$ cat src/sv/wapcd_pkg.sv
// Package for the wrapped-angle PD cable drive: sizes, constants, FSM codes, saturation.
`default_nettype none

package wapcd_pkg;

  localparam int NUM_JOINTS = 32;
  localparam int JOINT_AW   = (NUM_JOINTS > 1) ? $clog2(NUM_JOINTS) : 1;

  // Q4.12 angle constants
  localparam logic signed [16:0] ERR_HI = 17'sd12868;
  localparam logic signed [16:0] ERR_LO = -17'sd12868;
  localparam logic signed [16:0] TWO_PI = 17'sd25736;

  localparam logic [19:0] DERIV_SCALE = 20'd1000000;

  // kd * |diff| is 33 bits, times the 20-bit scale gives the dividend
  localparam int MAG_W  = 33;
  localparam int PROD_W = MAG_W + 20;
  localparam int CNT_W  = $clog2(PROD_W);
  localparam int SUM_W  = PROD_W + 3;

  localparam logic signed [SUM_W-1:0] DRV_RND  = SUM_W'(8);
  localparam logic signed [63:0]      RATE_RND = 64'sd2048;
  localparam logic signed [63:0]      SAT_MAX  = 64'sd2147483647;
  localparam logic signed [63:0]      SAT_MIN  = -64'sd2147483648;

  typedef enum logic [7:0] {
    S_IDLE  = 8'b0000_0001,
    S_WRAP  = 8'b0000_0010,
    S_MUL1  = 8'b0000_0100,
    S_MUL2  = 8'b0000_1000,
    S_DIV   = 8'b0001_0000,
    S_DRIVE = 8'b0010_0000,
    S_RATE  = 8'b0100_0000,
    S_OUT   = 8'b1000_0000
  } state_e;

  typedef struct packed {
    logic signed [31:0] val;
    logic               clip;
  } sat_t;

  function automatic sat_t sat32(input logic signed [63:0] x);
    sat_t r;
    if (x > SAT_MAX) begin
      r.val  = 32'sh7fff_ffff;
      r.clip = 1'b1;
    end else if (x < SAT_MIN) begin
      r.val  = 32'sh8000_0000;
      r.clip = 1'b1;
    end else begin
      r.val  = x[31:0];
      r.clip = 1'b0;
    end
    return r;
  endfunction

endpackage

`default_nettype wire

$ cat src/sv/wapcd_ram.sv
// Generic single-port-write, single-port-read RAM with registered read data.
`default_nettype none

module wapcd_ram #(
  parameter int WIDTH = 16,
  parameter int DEPTH = 32
) (
  input  wire logic                                   clk_i,
  input  wire logic                                   we_i,
  input  wire logic [((DEPTH > 1) ? $clog2(DEPTH) : 1)-1:0] waddr_i,
  input  wire logic [WIDTH-1:0]                       wdata_i,
  input  wire logic                                   re_i,
  input  wire logic [((DEPTH > 1) ? $clog2(DEPTH) : 1)-1:0] raddr_i,
  output logic      [WIDTH-1:0]                       rdata_o
);

  logic [WIDTH-1:0] mem_q [DEPTH];

  always_ff @(posedge clk_i) begin
    if (we_i) begin
      mem_q[waddr_i] <= wdata_i;
    end
    if (re_i) begin
      rdata_o <= mem_q[raddr_i];
    end
  end

endmodule

`default_nettype wire

$ cat src/sv/wrapped_angle_pd_cable_drive.sv
// Flow: an accepted word first wraps its error into range in S_WRAP, then forms its product
// and rounded rate; a first word of a joint step also computes the drive before that.
// A new word is taken only in idle, after the last result is handed to the output; the drive
// is set by the bit-serial divider, one quotient bit of 53 per cycle.
// Reset clears the FSM, the output valid, the held drive and the per-joint valid bits;
// a joint's stored error reads as zero until written, so no clearing pass is needed.
`default_nettype none

module wrapped_angle_pd_cable_drive (
  input  wire logic               clk_i,
  input  wire logic               rst_ni,
  input  wire logic               in_valid_i,
  output logic                    in_ready_o,
  input  wire logic [4:0]         joint_index_i,
  input  wire logic signed [15:0] measured_angle_i,
  input  wire logic signed [15:0] target_angle_i,
  input  wire logic [19:0]        period_us_i,
  input  wire logic [15:0]        prop_gain_i,
  input  wire logic [15:0]        deriv_gain_i,
  input  wire logic signed [15:0] cable_coef_i,
  input  wire logic               first_cable_i,
  input  wire logic               last_cable_i,
  output logic                    out_valid_o,
  input  wire logic               out_ready_i,
  output logic signed [31:0]      cable_rate_o,
  output logic                    saturated_o,
  output logic                    last_of_joint_o
);

  import wapcd_pkg::*;

  state_e state_q, state_d;

  logic [JOINT_AW-1:0]   addr_q, addr_in;
  logic [JOINT_AW+4:0]   joint_ext;
  logic                  inr_q, inr_in;
  logic                  first_q, last_q;
  logic [15:0]           kp_q, kd_q;
  logic signed [15:0]    coef_q;
  logic [19:0]           div_q;
  logic signed [16:0]    d_q, d_d;
  logic                  pvld_q;
  logic [MAG_W-1:0]      m1_q;
  logic                  neg_q;
  logic signed [32:0]    kpe_q;
  logic [PROD_W-1:0]     q_q, q_d;
  logic [19:0]           rem_q, rem_d;
  logic [CNT_W-1:0]      cnt_q, cnt_d;
  logic signed [31:0]    held_drive_q, held_drive_d;
  logic                  held_clip_q, held_clip_d;
  logic signed [47:0]    prod_q;
  logic                  out_valid_q, out_valid_d;
  logic signed [31:0]    rate_q;
  logic                  sat_q, last_out_q;
  logic [NUM_JOINTS-1:0] vld_q;

  logic                  accept, out_free, ram_we, wrap_hi, wrap_lo;
  logic [15:0]           ram_rdata;
  logic signed [15:0]    err_s, prev_s;
  logic signed [16:0]    diff_s;
  logic [16:0]           diff_mag;
  logic [20:0]           r_sh;
  logic                  r_ge;
  logic signed [SUM_W-1:0] q_s, drv_sum, drv_sh;
  logic signed [63:0]    rate_sh;
  sat_t                  drv_sat, rate_sat;

  assign accept     = in_valid_i && in_ready_o;
  assign in_ready_o = (state_q == S_IDLE);
  assign out_free   = !out_valid_q || out_ready_i;

  assign joint_ext = {{JOINT_AW{1'b0}}, joint_index_i};
  assign addr_in   = joint_ext[JOINT_AW-1:0];
  assign inr_in    = 32'(joint_index_i) < NUM_JOINTS;

  assign wrap_hi = d_q >= ERR_HI;
  assign wrap_lo = d_q < ERR_LO;

  assign err_s    = d_q[15:0];
  assign prev_s   = pvld_q ? ram_rdata : 16'h0000;
  assign diff_s   = 17'(err_s) - 17'(prev_s);
  assign diff_mag = diff_s[16] ? 17'(-diff_s) : 17'(diff_s);

  // restoring divide step
  assign r_sh = {rem_q, q_q[PROD_W-1]};
  assign r_ge = r_sh >= {1'b0, div_q};

  assign q_s     = neg_q ? -$signed(SUM_W'(q_q)) : $signed(SUM_W'(q_q));
  assign drv_sum = q_s + SUM_W'(kpe_q) + DRV_RND;
  assign drv_sh  = drv_sum >>> 4;
  assign drv_sat = sat32(64'(drv_sh));

  assign rate_sh  = (64'(prod_q) + RATE_RND) >>> 12;
  assign rate_sat = sat32(rate_sh);

  assign ram_we = (state_q == S_OUT) && out_free && last_q && inr_q;

  wapcd_ram #(
    .WIDTH(16),
    .DEPTH(NUM_JOINTS)
  ) u_prev_err (
    .clk_i  (clk_i),
    .we_i   (ram_we),
    .waddr_i(addr_q),
    .wdata_i(d_q[15:0]),
    .re_i   (accept),
    .raddr_i(addr_in),
    .rdata_o(ram_rdata)
  );

  always_comb begin
    state_d      = state_q;
    d_d          = d_q;
    q_d          = q_q;
    rem_d        = rem_q;
    cnt_d        = cnt_q;
    held_drive_d = held_drive_q;
    held_clip_d  = held_clip_q;
    out_valid_d  = out_valid_q && !out_ready_i;
    case (state_q)
      S_IDLE: begin
        if (accept) begin
          d_d     = 17'(measured_angle_i) - 17'(target_angle_i);
          state_d = S_WRAP;
        end
      end
      S_WRAP: begin
        if (wrap_hi) begin
          d_d = d_q - TWO_PI;
        end else if (wrap_lo) begin
          d_d = d_q + TWO_PI;
        end else begin
          state_d = first_q ? S_MUL1 : S_RATE;
        end
      end
      S_MUL1: begin
        state_d = S_MUL2;
      end
      S_MUL2: begin
        q_d     = PROD_W'(m1_q) * PROD_W'(DERIV_SCALE);
        rem_d   = '0;
        cnt_d   = '0;
        state_d = S_DIV;
      end
      S_DIV: begin
        rem_d = r_ge ? 20'(r_sh - {1'b0, div_q}) : r_sh[19:0];
        q_d   = {q_q[PROD_W-2:0], r_ge};
        cnt_d = cnt_q + 1'b1;
        if (cnt_q == CNT_W'(PROD_W - 1)) begin
          state_d = S_DRIVE;
        end
      end
      S_DRIVE: begin
        held_drive_d = drv_sat.val;
        held_clip_d  = drv_sat.clip;
        state_d      = S_RATE;
      end
      S_RATE: begin
        state_d = S_OUT;
      end
      S_OUT: begin
        if (out_free) begin
          out_valid_d = 1'b1;
          state_d     = S_IDLE;
        end
      end
      default: begin
        state_d = S_IDLE;
      end
    endcase
  end

  always_ff @(posedge clk_i or negedge rst_ni) begin
    if (!rst_ni) begin
      state_q      <= S_IDLE;
      cnt_q        <= '0;
      held_drive_q <= '0;
      held_clip_q  <= 1'b0;
      out_valid_q  <= 1'b0;
      vld_q        <= '0;
    end else begin
      state_q      <= state_d;
      cnt_q        <= cnt_d;
      held_drive_q <= held_drive_d;
      held_clip_q  <= held_clip_d;
      out_valid_q  <= out_valid_d;
      if (ram_we) begin
        vld_q[addr_q] <= 1'b1;
      end
    end
  end

  always_ff @(posedge clk_i) begin
    d_q   <= d_d;
    q_q   <= q_d;
    rem_q <= rem_d;
    if (accept) begin
      addr_q  <= addr_in;
      inr_q   <= inr_in;
      pvld_q  <= inr_in && vld_q[addr_in];
      first_q <= first_cable_i;
      last_q  <= last_cable_i;
      kp_q    <= prop_gain_i;
      kd_q    <= deriv_gain_i;
      coef_q  <= cable_coef_i;
      div_q   <= (period_us_i == 20'd0) ? 20'd1 : period_us_i;
    end
    if (state_q == S_MUL1) begin
      m1_q  <= MAG_W'(kd_q) * MAG_W'(diff_mag);
      neg_q <= diff_s[16];
      kpe_q <= 33'($signed({1'b0, kp_q})) * 33'(err_s);
    end
    if (state_q == S_RATE) begin
      prod_q <= 48'(coef_q) * 48'(held_drive_q);
    end
    if ((state_q == S_OUT) && out_free) begin
      rate_q     <= rate_sat.val;
      sat_q      <= rate_sat.clip || held_clip_q;
      last_out_q <= last_q;
    end
  end

  assign out_valid_o     = out_valid_q;
  assign cable_rate_o    = rate_q;
  assign saturated_o     = sat_q;
  assign last_of_joint_o = last_out_q;

`ifndef SYNTHESIS
  a_div_nonzero: assert property (@(posedge clk_i) disable iff (!rst_ni)
    (state_q == S_DIV) |-> (div_q != 20'd0))
    else $error("divisor is zero during divide");

  a_div_count: assert property (@(posedge clk_i) disable iff (!rst_ni)
    (state_q == S_DIV) |-> (cnt_q <= CNT_W'(PROD_W - 1)))
    else $error("divide counter ran past the last bit");

  a_store_on_last: assert property (@(posedge clk_i) disable iff (!rst_ni)
    ram_we |-> (state_q == S_OUT) && last_q && inr_q)
    else $error("error stored outside the last word of a joint");

  a_out_from_fsm: assert property (@(posedge clk_i) disable iff (!rst_ni)
    $rose(out_valid_o) |-> $past(state_q == S_OUT))
    else $error("output valid raised outside the output state");
`endif

endmodule

`default_nettype wire
$ cat config.mk
export PLATFORM = sky130hd
export DESIGN_NAME = wrapped_angle_pd_cable_drive
export DESIGN_NICKNAME = d
export VERILOG_FILES = /design/src/sv/wapcd_pkg.sv /design/src/sv/wapcd_ram.sv /design/src/sv/wrapped_angle_pd_cable_drive.sv
export SDC_FILE = /design/constraint.sdc
export NUM_CORES = 2
export LEC_CHECK = 0
export BUFFER_PORTS_ARGS = -buffer_cell sky130_fd_sc_hd__buf_4
export CORE_ASPECT_RATIO = 1.2
export CORE_MARGIN = 2
export CORE_UTILIZATION = 45
export CTS_BUF_LIST = sky130_fd_sc_hd__clkbuf_4 sky130_fd_sc_hd__clkbuf_8
export DETAILED_ROUTE_END_ITERATION = 10
export PLACE_DENSITY = 0.58
export SLEW_MARGIN = 10
export SYNTH_ARGS = -nofsm -noshare
export SYNTH_HDL_FRONTEND = slang
export SYNTH_SLANG_ARGS = --single-unit
$ cat constraint.sdc
create_clock -name clk_i -period 20.3 [get_ports clk_i]
set_clock_uncertainty 0.2 [all_clocks]
set_input_delay 6.09 -clock clk_i [delete_from_list [all_inputs] [get_ports clk_i]]
set_output_delay 6.09 -clock clk_i [all_outputs]
set_load 0.005 [all_outputs]
==> impl_results.md <==
- Status: complete, no violations
- Final wirelength: 204.4 mm
- Vias in the first global route: 58,524
- Die H: between 400 and 500 µm
- Setup TNS Final: 0 ns
- CTS clock-pin slew for the worst setup and hold paths: 0.06 ns
- Synth Area in Compound Gates: 6.255%
- Synth Flop Type: edfxtp_1
- Yosys top cell by area: edfxtp_1
- Horiz. Die Dim: 397.4 µm
- Commonest cells in the synthesized netlist: inv_1, fa_1, nand2_1, edfxtp_1, ha_1
- Top-count cell post-synth: inv_1
- Post-Place Worst Slack: 9.324 ns
- Worst Path Arrival: 11.48 ns
- Hold WC Path Type: flip-flop to flip-flop
- Drt initial violations: 3,241
- Max transition margin: 20.29%
- # clock sinks: 912
- Sequential area share after synthesis: 32.29%
- H-tree depth: 4
- Delay-heaviest family, CP: compound AO/OA/AOI/OAI gates
- Largest family of logic cells by synthesized area: adder cells
- Fin. max-slew vios: 0
- Critical Path RT: 20.74 ns
- IO buf count: 146
- Nets: 9,394
- WL/cell: just over 20 µm
- Synthesized Nets: 9,273
- TritonRoute pass-1 iters: 5
- Max Cap Viol: 0
- Setup bufs post-CTS: 0
- Critical setup path kind: flip-flop to flip-flop
- Synth Area in XOR/XNOR: 3.354%
- Number of synthesized flops with an enable pin: 832
- CP Launch Type: flip-flop
- CTS root buf: clkbuf_8
- Synthesized instance count: about 7,500
- GP Congestion: a little over 0.9
- Mapped Area: 83,590 µm²
- WHS: 0.2643 ns
- Largest cells by area after synthesis: edfxtp_1, fa_1, ha_1, inv_1, mux4_2
- GRT Residual Overflow: 0
- CTS buffer count: 157
- DRC: 0
- Number of synthesized register bits: 912
- Post-synthesis mux area share: 5.061%
- Layout cells sized above 1: 10.22%
- Final hold vios: 0
- Simple-gate area share of the yosys netlist: 11.57%
- RSZ-0062 raised after global routing: no
- Via density: 5.325
- Avg Cell Area, Syn: 11.21 µm²
- PnR worst setup slack: 9.261 ns
- Skew-Pair Late Insertion Delay: 1.02 ns
- Async S/R FF share, synth: 8.772%
- CP peak stage delay: approximately 0.64 ns
- Post-CTS sizing: 0
- Max clock buf depth: 3
- First-pass GRT wire length: about 330 mm
- Detailed placer's ending HPWL: 150.1 mm
- Routed Antenna Nets: 0
- Achievable Freq: 0.09059 GHz
- Actual slew at the worst max-slew pin: approximately 1.2 ns
- Critical path peak fanout: 16
- CP max-delay cell: edfxtp_1
- Core area: approximately 180,000 µm²
- Yosys top cell area share: 29.89%
- Netlist cell types: roughly 90
- Final critical-path share of the clock period: 54.38%
- Hold buffer count at CTS: 0
- Antenna violations before repair: 3
- Starting Density: 45.22%
- Layout Utilization: just under 50%
- CP Buf/Inv Count: 6
- Final setup fails: 0
- GRT Total Usage: 22.17%
- Via count: 54,104
- CTS tree: built
- Top-level port count: 147
- Die area: 189,200 µm²
- Cell Rows: 173
- Final worst path period need: 11.04 ns
- CP dominant cell by count: fa_1
- Synth Area in Adders: around a third
- Pin count of the biggest net entering global routing: a little over 80
- Area delta synth->final: 8.713%
- Critical path endpoint category: flip-flop
- Ys Warns: 0
-- kinds of logic after synthesis --
| kind of cell | after synthesis |
|---|---|
| flops | 912 |
| xor+xnor | 318 |
| compound gates | 825 |
| mux | 208 |
| simple gates | 2006 |
| buf+inv | 1488 |
| fa+ha+maj | 1703 |
-- stage by stage --
step	instance area, µm²	std cells
after floorplan	83590	7460
after global routing	90870	10159
after detailed placement	87480	9872
after CTS	90870	10158
final	90870	10160
after global placement	87480	9872
-- routing by layer --
metal | wire length, µm | up-vias | track usage [%]
li1 | - | 24859 | -
met1 | 85020 | 27629 | 28.34
met2 | 103500 | 1277 | 38.85
met3 | 8875 | 339 | 2.440
met4 | 6956 | 0 | 7.832
met5 | 0 | - | 0
-- registers in the layout (all words and copies together) (netlist names), 5 cells and up --
signal and flops:
state_q 8, m1_q 33, rem_q 20, addr_q 5, kpe_q 33, u_prev_err.mem_q 512, cable_rate_o 32, d_q 17
q_q 53, cnt_q 6, u_prev_err.rdata_o 16, kp_q 16, held_drive_q 32, div_q 20, coef_q 16, kd_q 16
vld_q 32, prod_q 37
-- path summary, 6_finish.rpt --
kind	from	endpoint	slack (ns)	cells after the start
worst max-delay path	pvld_q	m1_q[32]	9.26	39
worst min-delay path	vld_q[27]	vld_q[27]	0.26	1
worst max register to register	pvld_q	m1_q[32]	9.26	39
worst min register to register	vld_q[27]	vld_q[27]	0.26	1
max in group asynchronous	rst_ni	held_drive_q[12]	13.76	2
min in group asynchronous	rst_ni	vld_q[17]	4.84	1
-- cell usage in the layout, fill, tap and decap left out, drive strengths merged, types with 47 or more instances in the layout --
cell	count
a21oi	269
nor2b	54
mux4	170
nor2	290
nand3	62
clkbuf	207
inv	1211
or2	47
o21ai	194
nand2b	92
nand2	866
buf	248
and2	384
edfxtp	832
ha	671
fa	1031
xnor2	219
xor2	99
dfrtp	79
clkinv	58
a21o	103
-- worst reg2reg max path: cells and delay by family, from the launching register on --
kind / cells / cell delay (ns)
buf+inv: 6 / 0.79
simple gates: 3 / 0.46
compound gates: 19 / 4.47
flops: 1 / 0.64
fa+ha+maj: 9 / 3.97
xor+xnor: 2 / 0.25
-- cell type report --
type / instances / area, µm²
Fill cell: 16798 / 93980
Multi-Input combinational cell: 5060 / 51040
Sequential cell: 912 / 26990
Inverter: 1201 / 4508
Tap cell: 2450 / 3065
Clock buffer: 206 / 2560
Timing Repair Buffer: 249 / 1883
Clock inverter: 80 / 825.8
Antenna cell: 2 / 5.005
Power is not shown: default switching activity piles up to over one toggle a cycle in this logic, so the estimate is an artifact.
